<file path="config.mk">
export PLATFORM = sky130hd
export DESIGN_NAME = gamepad_report_builder
export DESIGN_NICKNAME = d
export VERILOG_FILES = /design/src/hw/rtl/gpr_pkg.sv /design/src/hw/rtl/gpr_state_keeper.sv /design/src/hw/rtl/gpr_report_former.sv /design/src/hw/rtl/gamepad_report_builder.sv
export SDC_FILE = /design/constraint.sdc
export NUM_CORES = 1
export LEC_CHECK = 0
export BUFFER_PORTS_ARGS = -buffer_cell sky130_fd_sc_hd__buf_2
export CORE_UTILIZATION = 35
export CTS_BUF_LIST = sky130_fd_sc_hd__clkbuf_4
export CTS_CLUSTER_DIAMETER = 100
export DETAILED_ROUTE_END_ITERATION = 12
export PLACE_DENSITY_LB_ADDON = 0.08
export SLEW_MARGIN = 10
export SYNTH_ARGS = -nofsm -noshare
export SYNTH_HDL_FRONTEND = slang
export SYNTH_SLANG_ARGS = --single-unit
</file>
<file path="constraint.sdc">
create_clock -name clock -period 3.9 [get_ports clock]
set_clock_uncertainty 0.1 [all_clocks]
set_input_delay 0.195 -clock clock [delete_from_list [all_inputs] [get_ports clock]]
set_output_delay 0.195 -clock clock [all_outputs]
set_load 0.02 [all_outputs]
</file>
<file path="src/hw/rtl/gpr_pkg.sv">
// ----------------------------------------------------------------------------
// gpr_pkg
// Shared types, key codes and helper functions for the gamepad report builder.
// ----------------------------------------------------------------------------
package gpr_pkg;

   // event kinds carried on req_tuser
   typedef enum logic [1:0] {
      OP_KEY      = 2'd0,
      OP_ANALOG   = 2'd1,
      OP_ENABLE   = 2'd2,
      OP_RESERVED = 2'd3
   } op_type;

   // key ids, taken modulo 128
   localparam logic [6:0] KEY_UP     = 7'd1;
   localparam logic [6:0] KEY_DOWN   = 7'd2;
   localparam logic [6:0] KEY_LEFT   = 7'd3;
   localparam logic [6:0] KEY_RIGHT  = 7'd4;
   localparam logic [6:0] KEY_X      = 7'd20;
   localparam logic [6:0] KEY_LB     = 7'd21;
   localparam logic [6:0] KEY_A      = 7'd22;
   localparam logic [6:0] KEY_RB     = 7'd23;
   localparam logic [6:0] KEY_BACK   = 7'd52;
   localparam logic [6:0] KEY_A_ALT  = 7'd54;
   localparam logic [6:0] KEY_L3     = 7'd55;
   localparam logic [6:0] KEY_R3     = 7'd56;

   // d-pad flag positions
   localparam int DPAD_UP    = 0;
   localparam int DPAD_DOWN  = 1;
   localparam int DPAD_LEFT  = 2;
   localparam int DPAD_RIGHT = 3;

   // button bit positions
   localparam int BTN_A    = 0;
   localparam int BTN_X    = 2;
   localparam int BTN_LB   = 4;
   localparam int BTN_RB   = 5;
   localparam int BTN_BACK = 6;
   localparam int BTN_L3   = 8;
   localparam int BTN_R3   = 9;

   // hat codes
   localparam logic [3:0] HAT_UP         = 4'd0;
   localparam logic [3:0] HAT_UP_RIGHT   = 4'd1;
   localparam logic [3:0] HAT_RIGHT      = 4'd2;
   localparam logic [3:0] HAT_DOWN_RIGHT = 4'd3;
   localparam logic [3:0] HAT_DOWN       = 4'd4;
   localparam logic [3:0] HAT_DOWN_LEFT  = 4'd5;
   localparam logic [3:0] HAT_LEFT       = 4'd6;
   localparam logic [3:0] HAT_UP_LEFT    = 4'd7;
   localparam logic [3:0] HAT_NEUTRAL    = 4'd8;

   localparam logic signed [18:0] AXIS_MAX = 19'sd32767;
   localparam logic signed [18:0] AXIS_MIN = -19'sd32767;

   typedef struct packed {
      logic               host_ready;
      logic               enable_value;
      logic signed [15:0] raw_y;
      logic signed [15:0] raw_x;
      logic [7:0]         device_code;
      logic [15:0]        key_code;
      logic               pressed;
      op_type             opcode;
   } event_type;

   typedef struct packed {
      logic               enabled;
      logic [3:0]         dpad;
      logic [9:0]         buttons;
      logic signed [15:0] left_x;
      logic signed [15:0] left_y;
      logic signed [15:0] right0_x;
      logic signed [15:0] right0_y;
      logic signed [15:0] right1_x;
      logic signed [15:0] right1_y;
   } pad_state_type;

   localparam pad_state_type PAD_RESET = '{
      enabled: 1'b1, dpad: '0, buttons: '0,
      left_x: '0, left_y: '0, right0_x: '0, right0_y: '0,
      right1_x: '0, right1_y: '0
   };

   // outcome of one event, handed from the state keeper to the report former
   typedef struct packed {
      logic          emit;
      logic          neutral;
      pad_state_type pad;
   } step_type;

   typedef struct packed {
      logic signed [15:0] report_right_y;
      logic signed [15:0] report_right_x;
      logic signed [15:0] report_left_y;
      logic signed [15:0] report_left_x;
      logic [3:0]         hat_code;
      logic [9:0]         button_bits;
   } report_type;

   // scale by 8 and clamp to +-32767
   function automatic logic signed [15:0] scale_sat(input logic signed [15:0] raw);
      logic signed [18:0] s;
      s = {raw, 3'b000};
      if (s > AXIS_MAX) begin
         s = AXIS_MAX;
      end else if (s < AXIS_MIN) begin
         s = AXIS_MIN;
      end
      return s[15:0];
   endfunction

   // diagonals first, then single directions
   function automatic logic [3:0] hat_of(input logic [3:0] d);
      logic up, down, left, right;
      logic [3:0] h;
      up    = d[DPAD_UP];
      down  = d[DPAD_DOWN];
      left  = d[DPAD_LEFT];
      right = d[DPAD_RIGHT];
      if (up && right)        h = HAT_UP_RIGHT;
      else if (right && down) h = HAT_DOWN_RIGHT;
      else if (down && left)  h = HAT_DOWN_LEFT;
      else if (left && up)    h = HAT_UP_LEFT;
      else if (up)            h = HAT_UP;
      else if (right)         h = HAT_RIGHT;
      else if (down)          h = HAT_DOWN;
      else if (left)          h = HAT_LEFT;
      else                    h = HAT_NEUTRAL;
      return h;
   endfunction

endpackage

</file>
<file path="src/hw/rtl/gpr_state_keeper.sv">
// ----------------------------------------------------------------------------
// gpr_state_keeper
// Holds the gamepad state and applies one event per cycle to it while apply is high.
// ----------------------------------------------------------------------------
module gpr_state_keeper #(
   parameter int SLOT_COUNT = 5
) (
   input  logic               clock,
   input  logic               reset,
   input  logic               apply,
   input  gpr_pkg::event_type ev,
   output gpr_pkg::step_type  step
);
   import gpr_pkg::*;

   localparam logic [6:0] SLOT_LIMIT = 7'(SLOT_COUNT);

   pad_state_type pad_ff;
   pad_state_type pad_in;

   logic [6:0] key;
   logic [6:0] slot;
   logic       right_stick;
   logic       kept;
   logic signed [15:0] sx;
   logic signed [15:0] sy;

   assign key         = ev.key_code[6:0];
   assign slot        = ev.device_code[6:0];
   assign right_stick = ev.device_code[7];
   assign kept        = slot < SLOT_LIMIT;
   assign sx          = scale_sat(ev.raw_x);
   assign sy          = scale_sat(ev.raw_y);

   always_comb begin
      pad_in       = pad_ff;
      step.emit    = 1'b0;
      step.neutral = 1'b0;
      unique case (ev.opcode)
         OP_KEY: begin
            unique case (key) inside
               KEY_UP:            pad_in.dpad[DPAD_UP]     = ev.pressed;
               KEY_DOWN:          pad_in.dpad[DPAD_DOWN]   = ev.pressed;
               KEY_LEFT:          pad_in.dpad[DPAD_LEFT]   = ev.pressed;
               KEY_RIGHT:         pad_in.dpad[DPAD_RIGHT]  = ev.pressed;
               KEY_A, KEY_A_ALT:  pad_in.buttons[BTN_A]    = ev.pressed;
               KEY_X:             pad_in.buttons[BTN_X]    = ev.pressed;
               KEY_LB:            pad_in.buttons[BTN_LB]   = ev.pressed;
               KEY_RB:            pad_in.buttons[BTN_RB]   = ev.pressed;
               KEY_BACK:          pad_in.buttons[BTN_BACK] = ev.pressed;
               KEY_L3:            pad_in.buttons[BTN_L3]   = ev.pressed;
               KEY_R3:            pad_in.buttons[BTN_R3]   = ev.pressed;
               default: ;
            endcase
            step.emit = pad_ff.enabled && ev.host_ready;
         end
         OP_ANALOG: begin
            if (kept) begin
               if (!right_stick && slot == 7'd0) begin
                  pad_in.left_x = sx;
                  pad_in.left_y = sy;
               end else if (right_stick && slot == 7'd0) begin
                  pad_in.right0_x = sx;
                  pad_in.right0_y = sy;
               end else if (right_stick && slot == 7'd1) begin
                  pad_in.right1_x = sx;
                  pad_in.right1_y = sy;
               end
               step.emit = pad_ff.enabled && ev.host_ready;
            end
         end
         OP_ENABLE: begin
            pad_in.enabled = ev.enable_value;
            step.emit      = !ev.enable_value && ev.host_ready;
            step.neutral   = 1'b1;
         end
         default: ;
      endcase
      step.pad = pad_in;
   end

   always_ff @(posedge clock) begin
      if (reset) begin
         pad_ff <= PAD_RESET;
      end else if (apply) begin
         pad_ff <= pad_in;
      end
   end

endmodule

</file>
<file path="src/hw/rtl/gpr_report_former.sv">
// ----------------------------------------------------------------------------
// gpr_report_former
// Forms the report fields from the updated state: hat, stick choice, neutral.
// ----------------------------------------------------------------------------
module gpr_report_former (
   input  gpr_pkg::step_type   step,
   output gpr_pkg::report_type report
);
   import gpr_pkg::*;

   logic use_slot1;

   // fall back to slot 1 only when slot 0 is centred and slot 1 is not
   assign use_slot1 = (step.pad.right0_x == '0) && (step.pad.right0_y == '0) &&
                      ((step.pad.right1_x != '0) || (step.pad.right1_y != '0));

   always_comb begin
      if (step.neutral) begin
         report          = '0;
         report.hat_code = HAT_NEUTRAL;
      end else begin
         report.button_bits    = step.pad.buttons;
         report.hat_code       = hat_of(step.pad.dpad);
         report.report_left_x  = step.pad.left_x;
         report.report_left_y  = step.pad.left_y;
         report.report_right_x = use_slot1 ? step.pad.right1_x : step.pad.right0_x;
         report.report_right_y = use_slot1 ? step.pad.right1_y : step.pad.right0_y;
      end
   end

endmodule

</file>
<file path="src/hw/rtl/gamepad_report_builder.sv">
// ----------------------------------------------------------------------------
// gamepad_report_builder
// Turns key, analog-stick and enable events into gamepad reports.
// ----------------------------------------------------------------------------
//  channel | direction | tdata (low bit up)                          | tuser
//  req_    | in        | pressed, key_code, device_code, raw_x,      | opcode
//          |           | raw_y, enable_value, host_ready (64 bits)   |
//  rsp_    | out       | button_bits, hat_code, report_left_x/y,     | -
//          |           | report_right_x/y (80 bits)                  |
//
//  One event is taken per cycle unless a held report stalls it; a report
//  is offered on rsp_ after the input register, then the result register.
//  State update and report forming sit in one combinational step between
//  the two registers, so consecutive events see each other's effects.
//  Reset is synchronous: state returns to enabled, all flags and axes zero.
//  A report held on rsp_ stalls only an event that would give a report;
//  events that give none still drain.
// ----------------------------------------------------------------------------
module gamepad_report_builder #(
   parameter int SLOT_COUNT = 5
) (
   input  logic        clock,
   input  logic        reset,
   input  logic        req_tvalid,
   output logic        req_tready,
   // [0] pressed, [16:1] key_code, [24:17] device_code, [40:25] raw_x,
   // [56:41] raw_y, [57] enable_value, [58] host_ready, [63:59] zero
   input  logic [63:0] req_tdata,
   // [1:0] opcode
   input  logic [1:0]  req_tuser,
   output logic        rsp_tvalid,
   input  logic        rsp_tready,
   // [9:0] button_bits, [13:10] hat_code, [29:14] report_left_x,
   // [45:30] report_left_y, [61:46] report_right_x, [77:62] report_right_y,
   // [79:78] zero
   output logic [79:0] rsp_tdata
);
   import gpr_pkg::*;

   // input register
   logic       in_valid_ff;
   logic       in_valid_in;
   event_type  in_event_ff;
   event_type  req_event;

   // result register
   logic       rsp_valid_ff;
   logic       rsp_valid_in;
   report_type rsp_data_ff;

   step_type   step;
   report_type report;
   logic       req_fire;
   logic       out_free;
   logic       advance;

   // unpack the incoming transfer
   assign req_event.opcode       = op_type'(req_tuser);
   assign req_event.pressed      = req_tdata[0];
   assign req_event.key_code     = req_tdata[16:1];
   assign req_event.device_code  = req_tdata[24:17];
   assign req_event.raw_x        = req_tdata[40:25];
   assign req_event.raw_y        = req_tdata[56:41];
   assign req_event.enable_value = req_tdata[57];
   assign req_event.host_ready   = req_tdata[58];

   gpr_state_keeper #(
      .SLOT_COUNT(SLOT_COUNT)
   ) u_state (
      .clock (clock),
      .reset (reset),
      .apply (advance),
      .ev    (in_event_ff),
      .step  (step)
   );

   gpr_report_former u_former (
      .step   (step),
      .report (report)
   );

   // hold the event only if it needs the result register and that is full and not being taken
   assign out_free   = !rsp_valid_ff || rsp_tready;
   assign advance    = in_valid_ff && (!step.emit || out_free);
   assign req_tready = !in_valid_ff || advance;
   assign req_fire   = req_tvalid && req_tready;

   always_comb begin
      in_valid_in = in_valid_ff;
      if (req_fire) begin
         in_valid_in = 1'b1;
      end else if (advance) begin
         in_valid_in = 1'b0;
      end
   end

   always_comb begin
      rsp_valid_in = rsp_valid_ff;
      if (advance && step.emit) begin
         rsp_valid_in = 1'b1;
      end else if (rsp_tready) begin
         rsp_valid_in = 1'b0;
      end
   end

   always_ff @(posedge clock) begin
      if (reset) begin
         in_valid_ff  <= 1'b0;
         rsp_valid_ff <= 1'b0;
      end else begin
         in_valid_ff  <= in_valid_in;
         rsp_valid_ff <= rsp_valid_in;
      end
   end

   always_ff @(posedge clock) begin
      if (req_fire) begin
         in_event_ff <= req_event;
      end
      if (advance && step.emit) begin
         rsp_data_ff <= report;
      end
   end

   assign rsp_tvalid = rsp_valid_ff;
   assign rsp_tdata  = {2'b00, rsp_data_ff};

`ifndef SYNTHESIS
   // a disable with the host ready must give a neutral report next cycle
   a_disable_neutral: assert property (@(posedge clock) disable iff (reset)
      (advance && in_event_ff.opcode == OP_ENABLE && !in_event_ff.enable_value &&
       in_event_ff.host_ready)
      |=> (rsp_valid_ff && rsp_data_ff.hat_code == HAT_NEUTRAL &&
           rsp_data_ff.button_bits == '0))
      else $error("disable event did not give a neutral report");

   // an event without a report must not raise an empty result register
   a_no_phantom: assert property (@(posedge clock) disable iff (reset)
      (advance && !step.emit && !rsp_valid_ff) |=> !rsp_valid_ff)
      else $error("report raised by an event that gives none");

   // a report is never overwritten before it is taken
   a_no_overwrite: assert property (@(posedge clock) disable iff (reset)
      (rsp_valid_ff && !rsp_tready) |-> !(advance && step.emit))
      else $error("pending report overwritten");

   // hat codes stay in range and saturation keeps every axis off the most negative code
   a_axis_range: assert property (@(posedge clock) disable iff (reset)
      rsp_valid_ff |-> (rsp_data_ff.hat_code <= HAT_NEUTRAL &&
                        rsp_data_ff.report_left_x  != -16'sd32768 &&
                        rsp_data_ff.report_left_y  != -16'sd32768 &&
                        rsp_data_ff.report_right_x != -16'sd32768 &&
                        rsp_data_ff.report_right_y != -16'sd32768))
      else $error("report field out of range");
`endif

endmodule

</file>
==> results.yml, run 1 <==
power:
  p_per_area_nw_per_um2: 444
  leakage_uw: 0.00499
  ir_drop_mv: 0.228
critical_path:
  cp.required_ns: 4.15
  worst_setup_path_start_kind: "flop"
  critPathArrivalTime_ns: 3.53
  cp_slowest_cell: "nor2_1"
  critical_path_class: "flop to flop"
  crit_buf_inv: 1
  slowest_delay_ns: 0.84
  worst-path-max-fanout: 24
  crit_chain: "nor3_2 -> nor2_1 -> o211ai_1 -> a41o_1 -> and2_0 -> nand3_2 -> buf_4 -> o221ai_1"
  critPathTopFamily: "simple AND/OR/NAND/NOR gates"
  end_kind: "flop"
timing:
  tightest_slew_ns: 1.11
  fin_crit_sh_pct: 84.2
  min_period_ns: 3.28
  finalSetupTns_ns: 0
  fmax_mhz: 304
  hold_viol_final: 0
  fin_ws_ns: 0.615
  relSlewSlack_pct: 25.9
  setup_viol: 0
  drv_slew: 0
  rsz0062_at_grt: "no"
clock_network:
  clock_latency_ns: 0.67
  htree_levels: 3
  clk_path_buf_depth: 3
  numCtsBuffers: 67
  cts_root_buf: "clkbuf_4"
  cts_sinks: 237
  clkTransAtPathRegs_ns: 0.06
  cts_resized: 0
  cts_tree: "done"
drt:
  wl_met1_mm: 12.7
  wl_met2_mm: 12.1
  drtIter0Drc: 483
  postRouteAntennaNets: 0
  vias: 7994
  viasPerCell: 4.86
  firstDrtPassIters: 5
  wl_mm: 26.8
  drc: 0
  post_drt_wl_per_cell_um: 16.3
  routed.top_layer: "met4"
  wl_met3_mm: 1.40
placement:
  globalplace.congestion: 0.781
  dp_slack_ns: 0.664
  port_buffers: 132
  hpwlAfterDp_mm: 17.3
global_route:
  grt_pass1_vias: 7568
  grt_max_degree: 66
  grt_first_pass_wirelength_mm: 41.7
  grt_util_all_layers_pct: 18.6
  antenna_found_initial: 1
  grt-ovfl-total: 0
job:
  drv_cap: 0
synthesis:
  netlist_top_cells_area: "edfxtp_1 38%, dfxtp_1 22%, nor2_1 8.2%, a21oi_1 6.8%, nand2_1 4.2%"
  synth_flop_cell: "edfxtp_1"
  yosys_warnings: 0
  synth_async_sr_flop_share_pct: 0
  avgSynthCellArea_um2: 10.0
  synth_seq_cells: 237
  netlist_instances: 1000
  yosysTopAreaCell: "edfxtp_1"
  netlist_area_um2: 10000
  synth_top_area_share_pct: 38.0
  synth_compound_gate_area_share_pct: 16.1
  ys_types: 63
  synthMuxAreaShare_pct: 1.30
  synth_adder_area_share_pct: 0
  synthXorXnorAreaFrac_pct: 0
  yosys.area_share.simple_pct: 18.0
  synth_edf_count: 127
  ys_seq_area_share_pct: 60.0
  synth_top_family_by_area: "simple AND/OR/NAND/NOR gates"
cells_and_area:
  seq_area_um2: 6020
  final_layout_size_suffix_gt1_share_pct: 24.6
  nets: 1282
  multi_input_area_um2: 3630
  synthToLayoutAreaGrowth_pct: 25.4
  final_common_cell: "nor2_1"
  nFillCells: 2747
  layout_common_cells: "219 x nor2_1, 135 x a21oi_1, 131 x buf_2"
floorplanning:
  dieArea_um2: 29300
  die_width_um: 171
  initial_utilization_pct: 35.8
  design.core.area_um2: 28000
  die_y_um: 171
  row_count: 61
  ios: 152
status:
  status: "complete, no violations"
worst_hold_path:
  hp-class: "primary input to flop"
Yosys cell counts (5+ instances only):
cell      instances
nand4_1           5
o221ai_2         20
mux2i_1          13
nand2b_1          5
inv_1            30
nor3_1            9
a21oi_1         136
a211oi_1         19
nand3_1          16
buf_6             7
edfxtp_1        127
o21ai_0          24
buf_4             8
nor2_1          219
clkbuf_1         50
and3_1           10
nor4_1           12
nand2_1         111
dfxtp_1         110
through the flow:
step	utilization [%]	area, um2	hold WS (ns)	total power [uW]	instances
2_1_floorplan	-	10000	0.194	3000	1004
6_report	44.9	12600	0.0732	5590	1644
4_1_cts	44.9	12600	0.0371	5680	1643
5_1_grt	44.9	12600	0.0755	5850	1644
3_5_place_dp	39.6	11100	0.273	3150	1467
3_3_place_gp	39.6	11100	0.272	3150	1467
path summary, 6_finish.rpt:
kind	start	end	slack, ns	cells after the start
max	in_event_ff[41]$_DFFE_PP_	rsp_tdata[51]$_SDFFCE_PP0P_	0.62	8
max reg2reg	in_event_ff[41]$_DFFE_PP_	rsp_tdata[51]$_SDFFCE_PP0P_	0.62	8
min reg2reg	u_state.pad_ff[3]$_SDFFE_PP0P_	u_state.pad_ff[3]$_SDFFE_PP0P_	0.35	2
min	rsp_tready	rsp_tvalid$_SDFFE_PP0P_	0.07	3
kinds of logic (layout without fill, tap and decap cells):
logic type,count (synthesis),after routing
other,1,6
buffers and inverters,100,361
multiplexers,13,13
AND/OR/NAND/NOR,414,414
AO/OA/AOI/OAI,235,235
flip-flops,237,237
worst reg2reg max path, delay by kind of cell (launching register included):
family / cells / cell delay, ns
compound gates: 3 / 0.65
buf+inv: 1 / 0.41
flops: 1 / 0.41
simple gates: 4 / 1.41
registers in the layout (all words and copies together) (netlist names):
name	flops
rsp_tdata	75
in_valid_ff	1
u_state.pad_ff	108
rsp_tvalid	1
in_event_ff	52
power by group:
group / switching (uW) / leakage [uW] / internal, uW
Combinational: 266 / 0.00221 / 128
Clock: 1030 / 0.000564 / 1420
Sequential: 57.2 / 0.00222 / 2690
metal layers:
| metal | track usage, % | vias to the layer above |
|---|---|---|
| li1 | - | 4001 |
| met1 | 25.4 | 3719 |
| met2 | 28.7 | 223 |
| met3 | 3.84 | 51 |
| met4 | 7.65 | 0 |
| met5 | 0 | - |
what timing repair did:
| action | CTS | global route |
|---|---|---|
| buffers inserted | 0 | 0 |
| hold buffers | 54 | 0 |
| endpoints found under the hold margin | 83 | 0 |
layout make-up:
type | instances | share of cell area [%]
inverters | 30 | 0.905
clock buffers | 112 | 6.69
repair buffers | 209 | 11.2
well taps | 378 | 3.76
flip-flops and latches | 237 | 47.8
clock inverters | 10 | 0.716
diodes | 1 | 0.0199
multi-input cells | 667 | 28.8
(Power assumes the default switching activity.)
==> inputs of run 2 (changes only) <==
clock period = 2.67 ns   (was 3.9 ns; I/O delays follow)
==> results.yml, run 2 (synthesized netlist as in run 1, its figures left out) <==
status:
  status: "complete, but fails checks"
  violations: "negative setup slack"
floorplanning:
  initial_utilization_pct: 35.8
  dieArea_um2: 29300
  die_y_um: 171
  row_count: 61
  design.core.area_um2: 28000
  die_width_um: 171
  ios: 152
drt:
  wl_mm: 29.5
  post_drt_wl_per_cell_um: 17.0
  drtIter0Drc: 589
  vias: 8455
  postRouteAntennaNets: 0
  drc: 0
  firstDrtPassIters: 5
  viasPerCell: 4.87
critical_path:
  reg2reg_slack_ns: -0.07
  critical_path_class: "flop to flop"
  worst-path-max-fanout: 5
  end_kind: "flop"
  worst_setup_path_start_kind: "flop"
  critPathArrivalTime_ns: 3.03
  cp.required_ns: 2.96
  r2r_end: "rsp_tdata[56]$_SDFFCE_PP0P_"
  r2r_start: "in_event_ff[38]$_DFFE_PP_"
  rr_worst_depth: 10
clock_network:
  clk_path_buf_depth: 3
  cts_root_buf: "clkbuf_4"
  htree_levels: 3
  cts_tree: "done"
  clock_latency_ns: 0.67
  numCtsBuffers: 68
  clkTransAtPathRegs_ns: 0.07
  cts_sinks: 237
worst_hold_path:
  hold_path_startpoint: "rsp_tready"
  hold_depth: 4
  hp-class: "primary input to flop"
  holdPathEnd: "rsp_tvalid$_SDFFE_PP0P_"
placement:
  hpwlAfterDp_mm: 18.7
  port_buffers: 132
  placed_cell_area_um2: 11700
  globalplace.congestion: 0.879
timing:
  hold_slack_ns: 0.0537
  fin_ws_ns: -0.0651
  rsz0062_at_grt: "yes"
  fin_crit_sh_pct: 102
  setup_viol: 90
  finalSetupTns_ns: -1.68
  relSlewSlack_pct: 52.0
  fmax_mhz: 366
  drv_slew: 0
  tightest_slew_ns: 0.719
  hold_viol_final: 0
  min_period_ns: 2.74
power:
  p_per_area_nw_per_um2: 601
  ir_drop_mv: 0.309
  leakage_uw: 0.00559
  total_power_uw: 8300
cells_and_area:
  synthToLayoutAreaGrowth_pct: 37.7
  top_register: "u_state.pad_ff"
  largest_reg_flops: 108
  final_layout_size_suffix_gt1_share_pct: 31.1
  final_common_cell: "nor2_1"
  stdcell_area_um2: 13800
  layout_common_cells: "217 x nor2_1, 132 x a21oi_1, 130 x buf_2"
  nets: 1373
job:
  drv_cap: 0
global_route:
  grt_pass1_vias: 7786
  grt_max_degree: 74
  antenna_found_initial: 1
  grt-ovfl-total: 0
  grt_util_all_layers_pct: 19.3
  grt_first_pass_wirelength_mm: 42.9
run 2: layout make-up:
cell class	count	area, um2
clock inverters	19	129
fillers	2698	14200
clock buffers	106	796
multi-input cells	667	3880
inverters	30	116
repair buffers	299	2400
flip-flops and latches	237	6020
diodes	1	2.50
well taps	378	473
run 2: worst max-delay path by stage:
stage                                  endpoint  slack, ns  depth (start not counted)                 startpoint
CTS                                  req_tready      -0.09                          8  in_event_ff[22]$_DFFE_PP_
global route                         req_tready      -0.18                          8  in_event_ff[22]$_DFFE_PP_
detailed placement  rsp_tdata[51]$_SDFFCE_PP0P_       -0.1                          9  in_event_ff[30]$_DFFE_PP_
finish              rsp_tdata[56]$_SDFFCE_PP0P_      -0.07                         10  in_event_ff[38]$_DFFE_PP_
global placement    rsp_tdata[51]$_SDFFCE_PP0P_      -0.09                          9  in_event_ff[30]$_DFFE_PP_
floorplan            rsp_tdata[0]$_SDFFCE_PP0P_      -0.62                          6  in_event_ff[25]$_DFFE_PP_
run 2: power by group:
| group | internal (uW) | total (uW) | leakage, uW | switching (uW) |
|---|---|---|---|---|
| registers | 3920 | 4000 | 0.00222 | 73.8 |
| clock network | 2000 | 3540 | 0.000557 | 1530 |
| logic | 315 | 768 | 0.00281 | 453 |
run 2: what timing repair did:
item / CTS / global route
endpoints found under the setup margin: 115 / 183
cloned: 0 / 7
gates resized for setup: 26 / 32
endpoints found under the hold margin: 141 / 0
pin swaps: 11 / 29
setup buffers: 9 / 9
hold buffers: 55 / 0
run 2: routing by layer:
layer | wire, um | vias up | global-route usage [%]
met4 | 567 | 0 | 6.79
met1 | 13600 | 3949 | 26.6
met3 | 1590 | 40 | 4.72
met5 | 0 | - | 0
met2 | 13700 | 274 | 29.4
li1 | - | 4192 | -
run 2: metrics by stage:
step | setup slack, ns | util, % | instances
finish | -0.0651 | 49.3 | 1737
floorplan | -0.616 | - | 1004
CTS | -0.0928 | 47.7 | 1721
global route | -0.178 | 49.3 | 1737
detailed placement | -0.0988 | 41.8 | 1532
global placement | -0.0873 | 41.8 | 1532
run 2: critical path: stages (launching register included):
cell	delay, ns
edfxtp_1	0.40
nor4_2	0.30
buf_4	0.18
nand4_1	0.18
buf_4	0.22
o211a_1	0.14
a41oi_2	0.22
a211oi_4	0.11
buf_4	0.16
and3_4	0.16
a221o_1	0.31
